[config.mk]
export PLATFORM = sky130hd
export DESIGN_NAME = pn2d_front_flat
export DESIGN_NICKNAME = d
export VERILOG_FILES = /design/src/rtl/pn2d_pkg.sv /design/src/rtl/pn2d_if.sv /design/src/rtl/pn2d_front.sv /design/src/flat_wrapper.sv
export SDC_FILE = /design/constraint.sdc
export NUM_CORES = 1
export LEC_CHECK = 0
export BUFFER_PORTS_ARGS = -buffer_cell sky130_fd_sc_hd__buf_2
export CAP_MARGIN = 20
export CORE_MARGIN = 5
export CORE_UTILIZATION = 50
export DETAILED_ROUTE_END_ITERATION = 10
export PLACE_DENSITY = 0.81
export SLEW_MARGIN = 10
export SYNTH_ARGS = -nofsm -noshare
export SYNTH_HDL_FRONTEND = slang
export SYNTH_SLANG_ARGS = --single-unit
[constraint.sdc]
create_clock -name clk -period 4.03 [get_ports clk]
set_input_delay 0.6045 -clock clk [delete_from_list [all_inputs] [get_ports clk]]
set_output_delay 0.6045 -clock clk [all_outputs]
set_load 0.05 [all_outputs]
[src/rtl/pn2d_pkg.sv]
// Package for the 2D gradient noise core: item codes, queue item type and
// fixed-point constants. Depends on nothing; every file but pn2d_if imports it.
package pn2d_pkg;

  // Input kind codes as they arrive on the input channel.
  localparam logic [1:0] KIND_LOAD_PERM = 2'd0;
  localparam logic [1:0] KIND_LOAD_GRAD = 2'd1;
  localparam logic [1:0] KIND_EVAL      = 2'd2;

  // Operation carried from the front end to the back end.
  typedef enum logic [1:0] {
    OP_PERM = 2'd0,
    OP_GRAD = 2'd1,
    OP_EVAL = 2'd2
  } pn2d_op_t;

  // One queued transaction.
  typedef struct packed {
    pn2d_op_t           op;
    logic [7:0]         index;
    logic [7:0]         perm_entry;
    logic signed [15:0] grad_x;
    logic signed [15:0] grad_y;
    logic signed [31:0] coord_x;
    logic signed [31:0] coord_y;
  } pn2d_item_t;

  // Queue depth between the front end and the back end.
  localparam int QUEUE_DEPTH = 4;
  // Width of a dot product and of a blended value.
  localparam int DOT_W = 18;
  // Output format and saturation limit.
  localparam int OUT_FRAC_BITS = 14;
  localparam int OUT_LIMIT = 16384;

endpackage

[src/rtl/pn2d_if.sv]
// Channel interfaces for the 2D gradient noise core: input and result.
// Depends on nothing; used by the front end, back end and top level.
interface pn2d_in_if;
  logic               valid;
  logic               ready;
  logic [1:0]         kind;
  logic [7:0]         index;
  logic [7:0]         perm_entry;
  logic signed [15:0] grad_x;
  logic signed [15:0] grad_y;
  logic signed [31:0] coord_x;
  logic signed [31:0] coord_y;

  modport source (output valid, kind, index, perm_entry, grad_x, grad_y, coord_x, coord_y,
                  input ready);
  modport sink (input valid, kind, index, perm_entry, grad_x, grad_y, coord_x, coord_y,
                output ready);
endinterface


[src/rtl/pn2d_front.sv]
// Front end: accepts input transactions, classifies them and queues them.
// Depends on pn2d_pkg and pn2d_in_if.
module pn2d_front (
  input  logic                clk,
  input  logic                rst_n,
  pn2d_in_if.sink             in_if,
  output logic                q_valid,
  output pn2d_pkg::pn2d_item_t q_item,
  input  logic                q_pop
);
  import pn2d_pkg::*;

  localparam int PTR_W = $clog2(QUEUE_DEPTH);

  pn2d_item_t       queue_r [QUEUE_DEPTH];
  logic [PTR_W-1:0] wptr_r, wptr_nxt;
  logic [PTR_W-1:0] rptr_r, rptr_nxt;
  logic [PTR_W:0]   count_r, count_nxt;
  logic             push;
  logic             keep;
  pn2d_item_t       item;

  // Classify the incoming transaction; the unused kind is dropped.
  always_comb begin
    keep         = 1'b1;
    item.op      = OP_EVAL;
    item.index      = in_if.index;
    item.perm_entry = in_if.perm_entry;
    item.grad_x     = in_if.grad_x;
    item.grad_y     = in_if.grad_y;
    item.coord_x    = in_if.coord_x;
    item.coord_y    = in_if.coord_y;
    unique case (in_if.kind)
      KIND_LOAD_PERM: item.op = OP_PERM;
      KIND_LOAD_GRAD: item.op = OP_GRAD;
      KIND_EVAL:      item.op = OP_EVAL;
      default:        keep = 1'b0;
    endcase
  end

  assign in_if.ready = (count_r != (PTR_W+1)'(QUEUE_DEPTH));
  assign push        = in_if.valid && in_if.ready && keep;
  assign q_valid     = (count_r != '0);
  assign q_item      = queue_r[rptr_r];

  // Pointer and fill count updates.
  always_comb begin
    wptr_nxt  = push  ? wptr_r + 1'b1 : wptr_r;
    rptr_nxt  = q_pop ? rptr_r + 1'b1 : rptr_r;
    count_nxt = count_r + (PTR_W+1)'(push) - (PTR_W+1)'(q_pop);
  end

  always_ff @(posedge clk) begin
    if (!rst_n) begin
      wptr_r  <= '0;
      rptr_r  <= '0;
      count_r <= '0;
    end else begin
      wptr_r  <= wptr_nxt;
      rptr_r  <= rptr_nxt;
      count_r <= count_nxt;
    end
  end

  // Queue storage.
  always_ff @(posedge clk) begin
    if (push) begin
      queue_r[wptr_r] <= item;
    end
  end

endmodule

[src/flat_wrapper.sv]
// flat-port wrapper written by rule: the top's interface ports become plain ports
module pn2d_front_flat import pn2d_pkg::*;
  (clk, rst_n, q_valid, q_item, q_pop, in_if_valid, in_if_kind, in_if_index, in_if_perm_entry, in_if_grad_x, in_if_grad_y, in_if_coord_x, in_if_coord_y, in_if_ready);
  pn2d_in_if in_if_i ();
  input  logic clk;
  input  logic rst_n;
  output logic q_valid;
  output pn2d_pkg::pn2d_item_t q_item;
  input  logic q_pop;
  input wire logic [$bits(in_if_i.valid)-1:0] in_if_valid;
  input wire logic [$bits(in_if_i.kind)-1:0] in_if_kind;
  input wire logic [$bits(in_if_i.index)-1:0] in_if_index;
  input wire logic [$bits(in_if_i.perm_entry)-1:0] in_if_perm_entry;
  input wire logic [$bits(in_if_i.grad_x)-1:0] in_if_grad_x;
  input wire logic [$bits(in_if_i.grad_y)-1:0] in_if_grad_y;
  input wire logic [$bits(in_if_i.coord_x)-1:0] in_if_coord_x;
  input wire logic [$bits(in_if_i.coord_y)-1:0] in_if_coord_y;
  output wire logic [$bits(in_if_i.ready)-1:0] in_if_ready;
  assign in_if_i.valid = in_if_valid;
  assign in_if_i.kind = in_if_kind;
  assign in_if_i.index = in_if_index;
  assign in_if_i.perm_entry = in_if_perm_entry;
  assign in_if_i.grad_x = in_if_grad_x;
  assign in_if_i.grad_y = in_if_grad_y;
  assign in_if_i.coord_x = in_if_coord_x;
  assign in_if_i.coord_y = in_if_coord_y;
  assign in_if_ready = in_if_i.ready;
  pn2d_front u_core (.clk(clk), .rst_n(rst_n), .in_if(in_if_i), .q_valid(q_valid), .q_item(q_item), .q_pop(q_pop));
endmodule
# Word level (Yosys, flattened, before mapping)

Memories as Yosys holds them, arrays and structs flattened. A register that Yosys moved wholly into a read port is not among the register bits.
Cells that the tools add are included.

Logic and storage cells: 22
Output and inout bits: 116
Memories: 1
Bits in writable memories: 456
Register bits: 7
Bits in read-only memories: 0
Latch bits: 0
Bits of input ports: 118

Memory list:

| name           | words | width | rd ports | clocked after Yosys merged registers in | write ports | line             | text |
|---|---|---|---|---|---|---|---|
| u_core.queue_r | 4     | 114   | 1        | 1                                       | 1           | pn2d_front.sv:15 | `pn2d_item_t queue_r [QUEUE_DEPTH];` |

Muxes and demuxes: 6
$mul: 0
Reduce and logical (&&, ||, !) cells: 5
Add/sub/neg operators: 4
Shift operators: 0
Div/mod/pow operators: 0
Bitwise gates (word level): 0
Order comparisons: 0
Equal/unequal tests: 3

Operators by type and width:

| operator              | number |
|---|---|
| $add A2 B1 Y2 const B | 2 |
| $mux W2               | 2 |
| $pmux W2 S2           | 1 |
| $add A3 B1 Y3         | 1 |
| $mux W1               | 3 |
| $ne A3 B3 Y1 const B  | 1 |
| $reduce_bool A3 Y1    | 1 |
| $reduce_or A3 Y1      | 1 |
| $sub A3 B1 Y3         | 1 |
| $eq A2 B1 Y1 const B  | 1 |
| $eq A2 B2 Y1 const B  | 1 |
| $logic_and A1 B1 Y1   | 2 |
| $logic_not A2 Y1      | 1 |

# Logic depth before layout (Yosys ltp)

Depth in word-level cells: 6
Mapped depth: 8
Depth with buffers taken out: 8

# Worst setup path after synthesis

No wires, ideal clock.

Path kind: input-to-reg
From: input port in_if_kind[1]
To: memory u_core.queue_r[2][0] in the netlist's numbering, enable pin
Library setup time: 0.486 ns
Path slack: -0.202 ns
Data required time: 3.544 ns
Cell stages on the path: 2
Path buffers: 0
Arrival: 3.746 ns
Cells stage by stage: a221oi_2 -> and2_1

Longest elaborated chain between the ends: 6
Elaborated cells on any way between the ends: 8
Classes of those cells: eq/ne (2); mux (3); reduce/logical (3)

RTL lines:

| what                                       | line               | text |
|---|---|---|
| start, declared                            | flat_wrapper.sv:11 | `input wire logic [$bits(in_if_i.kind)-1:0] in_if_kind;` |
| $eq A2 B2 Y1, or another cell as far along | pn2d_front.sv:33   | `unique case (in_if.kind)` |
| $reduce_or A3 Y1 (no line) *               | -                  |  |
| $mux W1 *                                  | pn2d_front.sv:33   |  |
| $logic_and A1 B1 Y1 *                      | pn2d_front.sv:42   | `assign push = in_if.valid && in_if.ready && keep;` |
| $mux W1 *                                  | pn2d_front.sv:67   | `if (push) begin` |
| $mux W1 (implied by the code) *            | pn2d_front.sv:68   | `queue_r[wptr_r] <= item;` |
| end, declared                              | pn2d_front.sv:15   |  |

Every way passes the cells marked *; elsewhere a longest branch is shown, timed or not.

==> metrics.md <==
| Metric | Value |
|---|---|
| Die Span Y | `between 150 and 200 um` |
| Vias in the first global route | `~8000` |
| Vias per inst | `around 5.4` |
| Final max-slew violation count | `0` |
| FF+latch count, synth | `roughly 470` |
| Inst Count DP | `1315` |
| First-pass GRT wire length | `about 49000 um` |
| Worst clock skew | `approximately 0.014 ns` |
| Worst vdd ir | `between 0.3 and 0.4 mV` |
| Fin nets | `between 1000 and 1500` |
| Die Wd | `194 um` |
| Total power | `between 10 and 15 mW` |
| CP Capture Type | `primary output` |
| Final Setup Violations | `0` |
| Maximum capacitance violations | `0` |
| Post-Layout Cell Count | `approximately 1400` |
| Drt pass-1 iters | `5` |
| Synth cell types | `19` |
| Row cnt | `67` |
| Worst-Margin Slew | `0.711 ns` |
| Initial DRC Count | `about 420` |
| Die area | `37700 um^2` |
| Initial Util | `0.505` |
| Post-synthesis cell area | `~17000 um^2` |
| Global Route Usage Sum | `0.169` |
| Later-pin clock latency in the skew report | `between 0.5 and 0.6 ns` |
| Initial antenna violation count | `10` |
| Worst Setup Path Type | `reg -> out` |
| Internal reg-to-reg setup slack | `between 1.5 and 2 ns` |
| Minimum clock period | `approximately 3.0 ns` |
| Data arrival, critical path | `about 2.4 ns` |
| Pleak | `approximately 6.8 nW` |
| Worst-path fanout max | `35` |
| Sequential area share after synthesis | `0.819` |
| Share of cells above drive strength 1 | `0.455` |
| TritonCTS clock tree | `built` |
| Fin util | `0.602` |
| Post CTS Setup Buffer Count | `0` |
| Core area | `approximately 34000 um^2` |
| CTS root buf | `clkbuf_16` |
| Hold-fix buffers, CTS | `0` |
| Largest net degree at the start of global routing | `64` |
| Fmax | `~0.33 GHz` |
| Final wirelength | `around 32000 um` |
| Post-route setup TNS | `0 ns` |
| Post_cts resized | `0` |
| RSZ-0062 raised after global routing | `no` |
| Syn-to-layout area delta | `19.2%` |
| Fin. Hold Viols | `0` |
| Syn avg cell area | `26.2 um^2` |
| CTS Sinks | `between 400 and 500` |
| Port-buffer cells | `~230` |
| GPL Wtd Cong | `between 0.7 and 0.8` |
| Pwr dens | `591 nW/um^2` |
| Status | `finished clean` |
| Vias post-DR | `between 7000 and 8000` |
| # IOs | `roughly 230` |
| Overflow after GRT | `0` |
| Reg clk slew, reported paths | `approximately 0.060 ns` |
| DR DRC count | `0` |
| Worst R2R End | `u_core.queue_r[2][52]` |
| Min Hold Slack | `0.268 ns` |
| DR WL/cell | `around 23 um` |
| R2r startpoint | `u_core.count_r[0]` |
| Post-synthesis net count | `between 700 and 800` |
| CTS Buffer Depth | `3` |
| H-tree levels | `2` |
| Startpoint Class | `flip-flop` |
| Critical Path RT | `3.43 ns` |
| Placed wire-length estimate | `between 15000 and 20000 um` |
| Synth Warn # | `0` |
| Worst Hold Class | `in -> reg` |
| CP endpoint | `q_item[64]` |
| Worst reg2reg path depth | `4` |
| Num CTS Buffers | `46` |
| Crit share post-route | `0.755` |
| Cells after Synth | `approximately 650` |
| Slew HR | `0.526` |
| Final ANT Viol Nets | `0` |
cells in the mapped netlist (all sizes together):
master    n  area, um^2
or3       1        6.26
clkbuf    7        26.3
ha        6        75.1
nand2     6        22.5
mux4    114        2570
edfxtp  456       13700
a221oi    1        15.0
fa        1        20.0
dfxtp     9         180
and2     10        62.6
nor2      1        3.75
mux2i     2        20.0
nor2b     1        6.26
inv       7        26.3
buf      21         181
xnor2     3        26.3
xor2      1        8.76
logic make-up (layout without fill, tap and decap cells):
| kind of cell | after synthesis | after routing | synth area share |
|---|---|---|---|
| simple gates | 19 | 19 | 0.00598 |
| buf+inv | 35 | 340 | 0.0138 |
| compound gates | 1 | 1 | 0.000886 |
| fa+ha+maj | 7 | 7 | 0.00561 |
| mux | 116 | 116 | 0.153 |
| xor+xnor | 4 | 4 | 0.00207 |
| other cells | 0 | 4 | 0 |
| flops | 465 | 465 | 0.819 |
report_power, final:
part	switching (mW)	internal, mW
Sequential	0.110	5.68
Clock	1.70	2.45
Combinational	1.40	0.583
metrics by stage:
step | setup slack [ns] | area, um^2
2_1_floorplan | 1.04 | 16900
3_3_place_gp | 1.22 | 18700
3_5_place_dp | 1.19 | 18700
4_1_cts | 0.899 | 20200
5_1_grt | 0.813 | 20200
6_report | 0.986 | 20200
placed cells by master, fill, tap and decap left out:
cell type / n
buf_12: 8
fa_1: 1
inv_1: 7
ha_1: 6
and2_4: 4
edfxtp_1: 456
nor2_1: 1
diode_2: 4
clkinvlp_4: 1
xor2_1: 1
a221oi_2: 1
dfxtp_1: 7
inv_16: 1
clkbuf_16: 47
mux4_2: 114
inv_6: 1
nor2b_1: 1
dfxtp_4: 2
clkinv_2: 9
and2_1: 6
mux2i_1: 2
bufinv_16: 5
buf_2: 233
or3_1: 1
clkbuf_1: 5
xnor2_1: 3
clkinv_1: 16
nand2_1: 6
buf_4: 7
critical path, cell delays in order (launching register included):
cell,delay (ns)
dfxtp_4,0.69
buf_12,0.35
mux4_2,0.58
buf_2,0.23
how the worst min path moves through the flow:
stage / start / to / depth (start not counted)
floorplan: u_core.wptr_r[1] / u_core.wptr_r[1] / 2
global placement: u_core.wptr_r[0] / u_core.wptr_r[0] / 2
detailed placement: u_core.wptr_r[0] / u_core.wptr_r[0] / 2
CTS: in_if_grad_x[11] / u_core.queue_r[0][91] / 1
global route: in_if_grad_x[11] / u_core.queue_r[3][91] / 1
finish: in_if_grad_x[11] / u_core.queue_r[0][91] / 1
state kept, by name, indices dropped and copies added, names as in the netlist, named ones only:
signal	flops
u_core.count_r	3
u_core.queue_r	456
u_core.rptr_r	2
u_core.wptr_r	2
routing by layer:
metal	up-vias	global-route usage	share of wire
li1	3318	-	-
met1	3966	0.221	0.38
met2	262	0.276	0.51
met3	72	0.0525	0.079
met4	14	0.0560	0.029
met5	-	0	0.0023
final cells by class:
type	instances	area, um^2
Multi-Input combinational cell	147	2840
Clock buffer	52	1190
Sequential cell	465	13900
Clock inverter	33	292
Tap cell	448	561
Antenna cell	4	10.0
Fill cell	2344	13300
Inverter	7	26.3
Timing Repair Buffer	248	1380
(Power assumes the default switching activity.)
